<file path="src/sv/r1fp_pkg.sv">
`default_nettype none
// ----------------------------------------------------------------------------
// r1fp_pkg
// Shared types and codes of the rank-one flip pair finder.
// ----------------------------------------------------------------------------
package r1fp_pkg;

  localparam int MASK_W      = 64;
  localparam int IDX_FIELD_W = 6;
  localparam int MATCH_W     = 5;
  localparam int STATUS_W    = 3;

  localparam logic [STATUS_W-1:0] ST_MATCH   = 3'd0;
  localparam logic [STATUS_W-1:0] ST_ADDED   = 3'd1;
  localparam logic [STATUS_W-1:0] ST_DROPPED = 3'd2;
  localparam logic [STATUS_W-1:0] ST_FULL    = 3'd3;
  localparam logic [STATUS_W-1:0] ST_CLEARED = 3'd4;

  // Input item: one command plus the five factor masks of a tensor.
  typedef struct packed {
    logic              func;
    logic [MASK_W-1:0] first_left;
    logic [MASK_W-1:0] first_right;
    logic [MASK_W-1:0] second_left;
    logic [MASK_W-1:0] second_right;
    logic [MASK_W-1:0] product_mask;
  } in_t;

  // Stored tensor, one memory word.
  typedef struct packed {
    logic [MASK_W-1:0] first_left;
    logic [MASK_W-1:0] first_right;
    logic [MASK_W-1:0] second_left;
    logic [MASK_W-1:0] second_right;
    logic [MASK_W-1:0] product_mask;
  } tensor_t;

  // Result item.
  typedef struct packed {
    logic [IDX_FIELD_W-1:0] earlier_index;
    logic [IDX_FIELD_W-1:0] new_index;
    logic [MATCH_W-1:0]     match_mask;
    logic [STATUS_W-1:0]    status;
    logic                   last;
  } out_t;

  // Commands from the controller to the datapath.
  typedef struct packed {
    logic                clear;
    logic                short_vld;
    logic [STATUS_W-1:0] short_status;
    logic                cap;
    logic                rd_en;
    logic                wr_en;
  } cmd_t;

  // Status from the datapath to the controller.
  typedef struct packed {
    logic is_clear;
    logic is_zero;
    logic is_full;
    logic walk_done;
  } stat_t;

endpackage : r1fp_pkg
`default_nettype wire

</file>
<file path="src/sv/r1fp_ctrl.sv">
`default_nettype none
// ----------------------------------------------------------------------------
// r1fp_ctrl
// Sequencer that decides each item and steps the table walk.
// ----------------------------------------------------------------------------
module r1fp_ctrl import r1fp_pkg::*; (
  input  wire logic  clk,
  input  wire logic  rst_n,
  input  wire logic  start,
  output logic       busy,
  input  wire stat_t stat,
  output cmd_t       cmd
);

  typedef enum logic [1:0] {
    S_IDLE,
    S_WALK,
    S_WRITE
  } state_t;

  state_t state_r, state_nxt;

  always_comb begin
    state_nxt        = state_r;
    cmd              = '0;
    cmd.short_status = ST_CLEARED;
    case (state_r)
      S_IDLE: begin
        if (start) begin
          if (stat.is_clear) begin
            cmd.clear        = 1'b1;
            cmd.short_vld    = 1'b1;
            cmd.short_status = ST_CLEARED;
          end else if (stat.is_zero) begin
            cmd.short_vld    = 1'b1;
            cmd.short_status = ST_DROPPED;
          end else if (stat.is_full) begin
            cmd.short_vld    = 1'b1;
            cmd.short_status = ST_FULL;
          end else begin
            cmd.cap   = 1'b1;
            state_nxt = S_WALK;
          end
        end
      end
      S_WALK: begin
        if (stat.walk_done) begin
          state_nxt = S_WRITE;
        end else begin
          cmd.rd_en = 1'b1;
        end
      end
      S_WRITE: begin
        cmd.wr_en = 1'b1;
        state_nxt = S_IDLE;
      end
      default: begin
        state_nxt = S_IDLE;
      end
    endcase
  end

  always_ff @(posedge clk) begin
    if (!rst_n) begin
      state_r <= S_IDLE;
    end else begin
      state_r <= state_nxt;
    end
  end

  assign busy = (state_r != S_IDLE);

endmodule : r1fp_ctrl
`default_nettype wire

</file>
<file path="config.mk">
export PLATFORM = sky130hd
export DESIGN_NAME = r1fp_ctrl
export DESIGN_NICKNAME = d
export VERILOG_FILES = /design/src/sv/r1fp_pkg.sv /design/src/sv/r1fp_ctrl.sv
export SDC_FILE = /design/constraint.sdc
export NUM_CORES = 1
export LEC_CHECK = 0
export ABC_CLOCK_PERIOD_IN_PS = 1500
export BUFFER_PORTS_ARGS = -buffer_cell sky130_fd_sc_hd__buf_2
export CORE_AREA = 2 2 39 41
export CTS_CLUSTER_SIZE = 25
export DETAILED_ROUTE_END_ITERATION = 8
export DIE_AREA = 0 0 41 43
export PLACE_DENSITY = 0.38
export SKIP_CTS_REPAIR_TIMING = 1
export SLEW_MARGIN = 20
export SYNTH_ARGS = -nofsm -noshare
export SYNTH_HDL_FRONTEND = slang
export SYNTH_SLANG_ARGS = --single-unit
</file>
<file path="constraint.sdc">
create_clock -name clk -period 1.5 [get_ports clk]
set_input_delay 0.3 -clock clk [delete_from_list [all_inputs] [get_ports clk]]
set_output_delay 0.3 -clock clk [all_outputs]
set_load 0.01 [all_outputs]
</file>
==> results of run 1 <==
[logic make-up (layout without fill, tap and decap cells)]
group	Yosys count	count (layout)	share of synthesized area
simple gates	12	12	0.5869
compound gates	2	2	0.09089
flops	2	2	0.2645
buf+inv	2	22	0.05780
[area by class of cell]
type	count	area, sq um
multi-input combinational	14	110.1
inverter	1	3.754
clock buffer	3	22.52
sequential	2	41.29
tap	16	20.02
timing repair buffer	18	97.59
fill	164	1089
[metrics by stage]
step / worst slack (ps) / instances
floorplan: 31.52 / 18
global placement: -62.33 / 51
detailed placement: -56.23 / 51
CTS: -258.2 / 54
global route: -262.5 / 54
finish: -203.5 / 54
[per-layer routing]
metal  global-route usage  routed length [um]
met3              0.03141                  84
met4              0.08000                  15
met5                    0                   0
met2              0.07188                 195
met1              0.07325                 232
[power by group through the flow]
stage / Sequential (uW) / Clock (uW) / Combinational [uW]
floorplan: 55.8 / 0 / 19.9
global placement: 55.6 / 0 / 45.4
detailed placement: 55.6 / 0 / 44.9
CTS: 54.9 / 132 / 45.1
global route: 55.0 / 139 / 52.1
finish: 55.0 / 122 / 47.9
[worst max path at each step]
stage / start / to / cells past startpoint / slack [ps]
finish: state_r[1]$_SDFFE_PN0P_ / cmd[5] / 3 / -200
global placement: start / cmd[5] / 4 / -60
detailed placement: start / cmd[3] / 4 / -60
CTS: state_r[1]$_SDFFE_PN0P_ / cmd[3] / 3 / -260
floorplan: state_r[1]$_SDFFE_PN0P_ / cmd[2] / 3 / 30
global route: state_r[1]$_SDFFE_PN0P_ / cmd[3] / 3 / -260
[worst reg2reg max path, cell delays in order, from the launching register on]
cell,delay (ps)
sky130_fd_sc_hd__dfxtp_2,310
sky130_fd_sc_hd__or3b_4,420
sky130_fd_sc_hd__o2bb2ai_1,140
==> results summary, run 1 <==
The flow ran to the end, but the final reports show violations. The checks that failed: setup timing. The effective utilization at floorplan is 0.1094. The first-pass iteration count of the detailed router is 4. The number of DRC violations after detailed routing is 0.

The internal power consumption is roughly 170 uW. The post-route antenna net violation count came out at 0. The path with the worst hold slack has its endpoint at state_r[0]$_SDFFE_PN0P_. Clock latency on the worst-skew pair, taken at its later pin, is 230 ps. The number of distinct library cell variants in the gate-level netlist after synthesis came out at 16. Of the total power, combinational logic draws 0.213. The switching power came out at 58.81 uW. The first global-routing pass estimated 669 um of wire. The mean instance size in the synthesized netlist is 8.411 sq um. By count the netlist is led by sky130_fd_sc_hd__dfxtp_1, sky130_fd_sc_hd__nor2_1.

The critical path is of the register to output pin type. In the synthesized netlist the async set-or-reset flop fraction comes to 0. The clock input transition at the sequential cells of the worst setup and hold paths came out at ~30 ps. The pin count of the biggest net entering global routing is 7. Of the post-synthesis cell area, the dominant cell type holds 0.2645.

The number of H-tree levels is 1. Setup repair after global routing could not meet its margin everywhere. The quantity of I/O buffers inserted on ports came out at 15. The hold violation count in the final report is 0.

The cell count of the worst hold path is 2. The final layout contains routed wiring with a total length of 528 um. In the layout the commonest cells are sky130_fd_sc_hd__buf_2, sky130_fd_sc_hd__clkbuf_4, sky130_fd_sc_hd__buf_4. The cell family contributing the most delay on the critical path is simple AND/OR/NAND/NOR gates. Ranked by flip-flop count, first place goes to state_r. The core region is 1384 sq um. Measured on the finished design, the core utilization comes to 0.2134.

The flop and latch count out of synthesis came out at 2. TritonCTS built the clock tree. The placed standard-cell area is 264.0 sq um. The worst min-delay path category is input pin to register. The post-layout worst setup margin is -203.5 ps. The repair_antennas step left the layout with diodes totalling 0. The layout overhead on the synthesized area came out at 95.04%.

The via density per instance is ~3.9. The biggest area contributor in the post-synthesis netlist is sky130_fd_sc_hd__dfxtp_1. The signal on the critical path passes through or3b_4 > or3_1 > buf_2. The net switching share of the total power came out at 0.2610. The via count of the first global-routing pass came to 172. The synthesized cell area came out at roughly 150 sq um. The setup total negative slack is -951.0 ps. Synthesis produced a netlist with a net count of 25. The final estimated routing congestion in global placement is approximately 0.55. The clock net sink count is 2. By area the synthesized netlist is led by sky130_fd_sc_hd__dfxtp_1, sky130_fd_sc_hd__nor4b_2, sky130_fd_sc_hd__and4b_1, sky130_fd_sc_hd__or4b_1, sky130_fd_sc_hd__o2bb2ai_1. Row generation in the floorplan step produced 14 rows. In the final layout, the registers with the most flip-flops are state_r (2).

The detailed router finished its first iteration with 3 violations. Setup violations remaining at the end of the flow were counted as 6. The share of final-layout standard cells stronger than drive strength 1 is 0.6579. The number of flops mapped to enable cells by yosys is 0. STA classifies the critical path endpoint as an output pin. The arrival time at the worst endpoint came out at 1400 ps. The post-detailed-route wirelength per cell came out at 9.778 um. The slack of the worst reg-to-reg path is around 560 ps. The biggest cell delay along the critical path came out at 420 ps. The die boundary height came out at 43 um. The slew of the pin with the lowest slew margin is 219.2 ps.

The final worst hold slack is 317.4 ps. The cell leakage power is around 0.00016 uW. For this run, the post-layout net count is 47.

Of the total power, the clock network draws 0.543. The number of vias in the routed layout came out at 211. The number of buffers on the longest clock path is 2. The time the worst path needs with I/O delays and setup came out at 1703 ps.

The initial antenna violation count is 0. The library cell used most frequently in the layout, excluding fill and tap cells, is sky130_fd_sc_hd__buf_2. The power per unit of standard cell area is around 760 nW/um^2. Yosys printed 0 warnings.

The combined buffer and inverter count along the critical path is 1. The finished cells cover 295.3 sq um. At the worst endpoint, the required time is 1200 ps. The startpoint identified for the worst register-to-register timing path is state_r[1]$_SDFFE_PN0P_. The number of clock buffers inserted by TritonCTS is 3.

The remaining global-route overflow came out at 0. The startpoint identified for the worst hold timing path is rst_n. The max-capacitance violation count is 0. The total count of max-transition violations in the final report is 0. Across every metal layer, demand over resource in global routing totals 0.06406. Across the routed clock network, the largest skew measured is 0.9322 ps.

The sum of internal, switching and leakage power is 225.3 uW. CTS placed an instance of sky130_fd_sc_hd__clkbuf_4 at the clock tree root. The fmax came out at 587.0 MHz. The width of the die is a little over 40 um. Synthesis produced a netlist whose cell count is 18. On the critical path, the stage with the largest delay is an instance of sky130_fd_sc_hd__or3b_4. The highest net fanout along the worst path came out at 5.

The most used flip-flop cell after synthesis is sky130_fd_sc_hd__dfxtp_1. The endpoint identified for the worst register-to-register timing path is state_r[0]$_SDFFE_PN0P_. The worst ir drop on vdd came out at 0.0003252 V. During I/O placement, the number of pins put on the boundary was 16.

The length in cells of the worst reg-to-reg path is 2. The period utilization is 1.136. The max-slew headroom at the worst pin is 0.8525. Of the total power, registers draw 0.244. The die covers 1763 sq um. The sum of net half-perimeters after detailed placement is 389.2 um.

The category of the worst setup path launch point is a register. The register with the most flip-flops in the layout has 2 of them. The post-synthesis sequential area ratio is 0.2645.
(Power assumes the default switching activity.)
==> run 2: changes to the inputs <==
- ABC_CLOCK_PERIOD_IN_PS: 1500 -> 2100
- clock period: 1.5 -> 2.1 ns (I/O delays scaled with it)
==> run 2 against run 1 <==
Effect of this change:
- the run now ends clean
- highest routed layer is now met3
- sequential share of layout area increased by 1.2 points
- setup slack improved by 360 ps
- worst hold slack improved by 120 ps
- largest power group unchanged
- die area unchanged
- total power decreased by 31%
- via count decreased by 6.6%
- count of clock-buffer cells in the layout unchanged
==> results summary, run 2 (same netlist as run 1, synthesis figures left out) <==
The flow ran to the end, and the final reports show no timing, DRC or antenna violations. The library cell used as clock root buffer is sky130_fd_sc_hd__clkbuf_4. The total inserted antenna cells came out at 0 (unchanged). The first-pass GRT wire length is 627 um (-6.3%).

The count of boundary I/O pins came out at 16 (unchanged). The cell count of the worst hold path was 2 (unchanged). The number of flip-flops under the largest register name came out at 2 (unchanged). The number of clock buffers inserted by TritonCTS is 3 (unchanged). The worst setup path is of the register to output pin kind. The share of final-layout standard cells stronger than drive strength 1 came to 0.5429 (-0.1150).

The length in cells of the worst reg-to-reg path came out at 2 (unchanged). The number of buffers on the longest clock path is 2 (unchanged). The cell leakage power came out at 0.0001395 uW (-11%). The die boundary height came out at 43 um (unchanged). TritonCTS built the clock tree. The highest net fanout along the worst path is 7 (+2). The layout overhead on the synthesized area came out at 74.38%. The worst hold path belongs to the class input pin to register. The quantity of I/O buffers inserted on ports came to 15 (unchanged). The combinational cell fraction of total power came to 0.189 (-0.024). The period utilization is 0.9235. The count of final setup violators came out at 0 (-6). The library cell used most frequently in the layout, excluding fill and tap cells, is sky130_fd_sc_hd__buf_2.

The pin count of the biggest net entering global routing is 8 (+1). The max-slew headroom at the worst pin came out at 0.8200 (-0.03258). The number of DRC violations after detailed routing came out at 0 (unchanged). The die outline area was 1763 sq um (unchanged). The power per unit of standard cell area is 585.2 nW/um^2 (-23%). The total length of routed wires is 459 um (-13%). The number of H-tree levels came out at 1 (unchanged).

The worst setup path is captured at an output pin. The clock net sink count came out at 2 (unchanged). The remaining global-route overflow is 0 (unchanged). The number of vias in the routed layout was 197 (-6.6%). In the final layout, the registers with the most flip-flops are state_r (2). The final estimated routing congestion in global placement is 0.5214 (-4.5%). The fmax is 515.6 MHz. The slew of the pin with the lowest slew margin is 269.5 ps (+50.31 ps). The hold violation count in the final report came out at 0 (unchanged).

The internal power consumption came out at 115.3 uW (-31%). The sum of net half-perimeters after detailed placement was 337.5 um (-13%). Setup repair after global routing left no endpoint under its margin. The max-capacitance violation count is 0 (unchanged). The net switching share of the total power is 0.2538 (-0.007196). The width of the die is 41 um (unchanged). The switching power is 39.22 uW (-33%). The proportion of power drawn by the clock network is 0.555 (+0.012). Counting flops per register, the top entry is state_r. The number of nets in the layout is 44 (-6.4%). The sequential power share is 0.256 (+0.012). The worst ir drop on vdd came out at 0.0001098 V (-66%). The arrival time at the worst endpoint is 1520 ps (+120 ps). The endpoint required time on the critical path came out at 1680 ps (+480 ps). The cell row count came out at 14 (unchanged). The sum of internal, switching and leakage power came out at 154.5 uW (-31%).

The clock tree skew after final layout is 4.681 ps (+3.749 ps). The top cell types in the final layout, fill and taps aside, are sky130_fd_sc_hd__buf_2, sky130_fd_sc_hd__clkbuf_4, sky130_fd_sc_hd__nor2_1, sky130_fd_sc_hd__dfxtp_1. The global-route usage over all layers came to 0.05906 (-0.005005).

The effective utilization at floorplan is 0.1094 (unchanged). The via count of the first global-routing pass came to 163 (-5.2%). The total count of max-transition violations in the final report came out at 0 (unchanged). The area inside the core boundary is 1384 sq um (unchanged). The via density per instance came to 3.863 (-1.1%).

The initial antenna violation count came out at 0 (unchanged). The post-route antenna net violation count came out at 0 (unchanged). The setup total negative slack is 0 ps (+951.0 ps). The initial DRC count is 2 (-1). The first-pass iteration count of the detailed router is 2 (-2).

The time the worst path needs with I/O delays and setup came out at 1939 ps. The clock insertion delay at the later pin of the skew report came out at 220 ps (about the same). The clock input transition at the sequential cells of the worst setup and hold paths came to 30 ps (about the same). STA classifies the critical path startpoint as a register. The post-detailed-route wirelength per cell came out at 9.000 um (-8.0%).
run 2: cell types whose count changed in the layout (fill, tap and decap cells not counted), sizes merged:
| cell | previous run | this run |
|---|---|---|
| buf | 18 | 15 |
run 2: final cells by class:
type	count	area [sq um]
repair buffers	15	75.07
flip-flops and latches	2	40.04
clock buffers	3	22.52
inverters	1	3.754
well taps	16	20.02
multi-input cells	14	102.6
fillers	158	1120
run 2: per-layer routing:
| layer | vias to the layer above | global-route usage | part of all wire | routed length (um) |
|---|---|---|---|---|
| met5 | - | 0 | 0 | 0 |
| met4 | 0 | 0.06000 | 0 | 0 |
| met3 | 0 | 0.04712 | 0.19 | 89 |
| met2 | 16 | 0.05313 | 0.27 | 126 |
| met1 | 75 | 0.07643 | 0.53 | 242 |
| li1 | 106 | - | - | - |
run 2: worst paths after layout:
check	start	slack, ps	to
worst max-delay path	state_r[1]$_SDFFE_PN0P_	160	cmd[5]
worst min register to register	state_r[0]$_SDFFE_PN0P_	550	state_r[1]$_SDFFE_PN0P_
worst max register to register	state_r[1]$_SDFFE_PN0P_	1040	state_r[0]$_SDFFE_PN0P_
worst min-delay path	rst_n	440	state_r[0]$_SDFFE_PN0P_
run 2: power groups by stage:
stage	Sequential, uW	Combinational (uW)	Clock [uW]
3_3_place_gp	40.1	29.3	0
2_1_floorplan	39.8	14.2	0
5_1_grt	39.6	32.1	93.5
3_5_place_dp	40.0	29.3	0
6_report	39.5	29.3	85.7
4_1_cts	39.5	29.5	92.8
run 2: worst max-delay path, cell delays in order (launching register included):
cell and delay (ps):
sky130_fd_sc_hd__dfxtp_1 320, sky130_fd_sc_hd__or3b_1 500, sky130_fd_sc_hd__or3_1 340, sky130_fd_sc_hd__buf_2 140
run 2: metrics by stage:
| step | hold slack [ps] | util | instances | instance area [sq um] | worst slack, ps |
|---|---|---|---|---|---|
| final | 437.1 | 0.1908 | 51 | 264.0 | 160.6 |
| after global routing | 432.6 | 0.1908 | 51 | 264.0 | 100.7 |
| after CTS | 423.4 | 0.1908 | 51 | 264.0 | 148.8 |
| after detailed placement | 535.9 | 0.1745 | 48 | 241.5 | 249.7 |
| after global placement | 551.3 | 0.1745 | 48 | 241.5 | 259.5 |
| after floorplan | 516.9 | - | 18 | 151.4 | 432.7 |
==> run 3: changes to the inputs <==
--- a/config.mk
+++ b/config.mk
@@ -13,2 +13,3 @@
 export DIE_AREA = 0 0 41 43
+export MAX_ROUTING_LAYER = met4
 export PLACE_DENSITY = 0.38
==> constraint.sdc (replaced) <==
create_clock -name clk -period 2.1 [get_ports clk]
set_input_delay 0.21 -clock clk [delete_from_list [all_inputs] [get_ports clk]]
set_output_delay 0.21 -clock clk [all_outputs]
set_load 0.01 [all_outputs]
==> run 3 against run 2 <==
Effect of this change:
- setup slack improved by 230 ps
- total power is 0.21% lower
- core utilization did not move
- cell count stayed put
- final area stayed put
- flip-flop and latch count is the same
- register-to-register slack is essentially flat
- global-route usage is 0.055 points higher
- clock power decreased by 0.6%
- non-clock buffer count stayed put
- die area unchanged
- critical path depth is the same
- critical path type unchanged
- critical endpoint unchanged
- largest cell class unchanged
- largest power group unchanged
- highest routed layer is now met4
==> results summary, run 3 (same netlist as run 1, synthesis figures left out) <==
The flow ran to the end, and the final reports show no timing, DRC or antenna violations. The fmax came out at 583.5 MHz (+13%). The clock tree skew after final layout came out at 0.8988 ps (-3.782 ps).

The slew of the pin with the lowest slew margin is 263.5 ps (-6.020 ps). The number of vias in the routed layout came out at 206 (+4.6%). The largest registers in the layout are state_r (2). TritonCTS built the clock tree. The worst setup path is launched from a register. The total count of max-transition violations in the final report is 0 (unchanged). The initial antenna violation count came out at 0 (unchanged).

The met3 wirelength from detailed routing came to 78 um (-12%). The highest net fanout along the worst path came out at 7 (unchanged). The global-route usage over all layers was 0.05961 (+0.0005504). The area inside the core boundary came out at 1384 sq um (unchanged). The endpoint required time on the critical path was 1890 ps (+210 ps). The number of clock buffers inserted by TritonCTS came out at 3 (unchanged). The library cell used as clock root buffer is sky130_fd_sc_hd__clkbuf_4.

Counting flops per register, the top entry is state_r. The hold violation count in the final report came out at 0 (unchanged). The final cell count without fillers is 51 (unchanged).

The via count of the first global-routing pass is 158 (-3.1%). The sequential standard cell area came out at 40.04 sq um (unchanged). The worst min-delay path category is input pin to register. The remaining global-route overflow came to 0 (unchanged). The cell leakage power is 0.0001395 uW (unchanged). The period utilization is 0.8160 (-0.1075). The number of placed cells counting well taps came to 48 (unchanged). The layout overhead on the synthesized area is 74.38% (unchanged). Leaving out fill and tap cells, the most frequent cell in the layout is sky130_fd_sc_hd__buf_2. The area of the multi-input gates was 102.6 sq um (unchanged). The arrival time at the worst endpoint came out at 1500 ps (-20 ps).

Setup repair after global routing left no endpoint under its margin. The pin count of the biggest net entering global routing came out at 8 (unchanged). The effective utilization at floorplan came out at 0.1094 (unchanged). The via density per instance is 4.039 (+4.6%). The post-route antenna net violation count came out at 0 (unchanged). The final worst hold slack is 243.6 ps (-193.5 ps).

The number of nets in the layout is 44 (unchanged). The quantity of I/O buffers inserted on ports came to 15 (unchanged). The worst setup path is of the register to output pin kind. The routed length on met1 is 250 um (+3.3%). The number of flip-flops under the largest register name is 2 (unchanged).

The post-detailed-route wirelength per cell was 9.608 um (+6.8%). The number of H-tree levels was 1 (unchanged). The max-slew headroom at the worst pin came out at 0.8240 (+0.004022). The worst ir drop on vdd is 0.0001834 V (+67%). The count of boundary I/O pins is 16 (unchanged). The cell row count came out at 14 (unchanged). The first-pass GRT wire length came out at 641 um (+2.2%). The total of fill cells in the finished design came out at 161 (+1.9%). The final estimated routing congestion in global placement is 0.5721 (+9.7%). The type of element capturing the critical path is an output pin.

The sum of net half-perimeters after detailed placement is 365.6 um (+8.3%). The time the worst path needs with I/O delays and setup came to 1714 ps (-225.7 ps). The die boundary height came out at 43 um (unchanged).

The die outline area is 1763 sq um (unchanged). The share of final-layout standard cells stronger than drive strength 1 came out at 0.5429 (unchanged). The routed length on met2 is 145 um (+15%). The total inserted antenna cells is 0 (unchanged). The clock input transition at the sequential cells of the worst setup and hold paths is 30 ps (about the same).

The width of the die is 41 um (unchanged). The max-capacitance violation count was 0 (unchanged). The initial DRC count is 3 (+1).

The setup total negative slack came to 0 ps (unchanged). The first-pass iteration count of the detailed router is 2 (unchanged). The highest metal layer with signal wires is met4. The clock net sink count came out at 2 (unchanged).

The count of final setup violators is 0 (unchanged). The number of buffers on the longest clock path is 2 (unchanged). The power per unit of standard cell area is 584.0 nW/um^2 (-0.21%).

The clock insertion delay at the later pin of the skew report came out at 220 ps (about the same). The number of DRC violations after detailed routing was 0 (unchanged). The total length of routed wires is 490 um (+6.8%).

Leaving out fill and tap cells, the most frequent cells in the layout are sky130_fd_sc_hd__buf_2, sky130_fd_sc_hd__clkbuf_4, sky130_fd_sc_hd__nor2_1, sky130_fd_sc_hd__dfxtp_1.
## run 3: cell counts in the layout (fill, tap and decap cells not counted)
No cell type changed its count.
## run 3: path summary, 6_finish.rpt
check        slack, ps                 endpoint                    start  cells after the start
max                390                   cmd[5]  state_r[1]$_SDFFE_PN0P_                      3
min                240  state_r[0]$_SDFFE_PN0P_                    rst_n                      2
max reg2reg       1030  state_r[0]$_SDFFE_PN0P_  state_r[1]$_SDFFE_PN0P_                      2
min reg2reg        540  state_r[1]$_SDFFE_PN0P_  state_r[0]$_SDFFE_PN0P_                      1
## run 3: area by class of cell
type                       instances  share of cell area
inverter                           1             0.01422
multi-input combinational         14              0.3886
tap                               16             0.07583
clock buffer                       3             0.08531
sequential                         2              0.1517
timing repair buffer              15              0.2844
## run 3: metrics by stage
| step | util | total power [uW] | worst slack (ps) | area (sq um) |
|---|---|---|---|---|
| 2_1_floorplan | - | 54.05 | 721.5 | 151.4 |
| 3_3_place_gp | 0.1745 | 69.36 | 625.6 | 241.5 |
| 3_5_place_dp | 0.1745 | 69.34 | 625.3 | 241.5 |
| 4_1_cts | 0.1908 | 159.7 | 378.6 | 264.0 |
| 5_1_grt | 0.1908 | 167.7 | 291.6 | 264.0 |
| 6_report | 0.1908 | 154.2 | 386.3 | 264.0 |
## run 3: critical path, cell delays in order (launching register included)
cell,delay (ps)
sky130_fd_sc_hd__dfxtp_1,320
sky130_fd_sc_hd__or3b_1,490
sky130_fd_sc_hd__or3_1,330
sky130_fd_sc_hd__buf_2,140
## run 3: where the power goes
part | internal, uW | switching, uW
sequential | 38.9 | 0.560
combinational | 13.2 | 16.2
clock | 63.1 | 22.2
total | 115 | 39.0
## run 3: per-layer routing
layer | GRT usage | vias to the layer above
met4 | 0.08000 | 0
met3 | 0.01571 | 2
li1 | - | 103
met2 | 0.05000 | 18
met5 | - | -
met1 | 0.08654 | 83
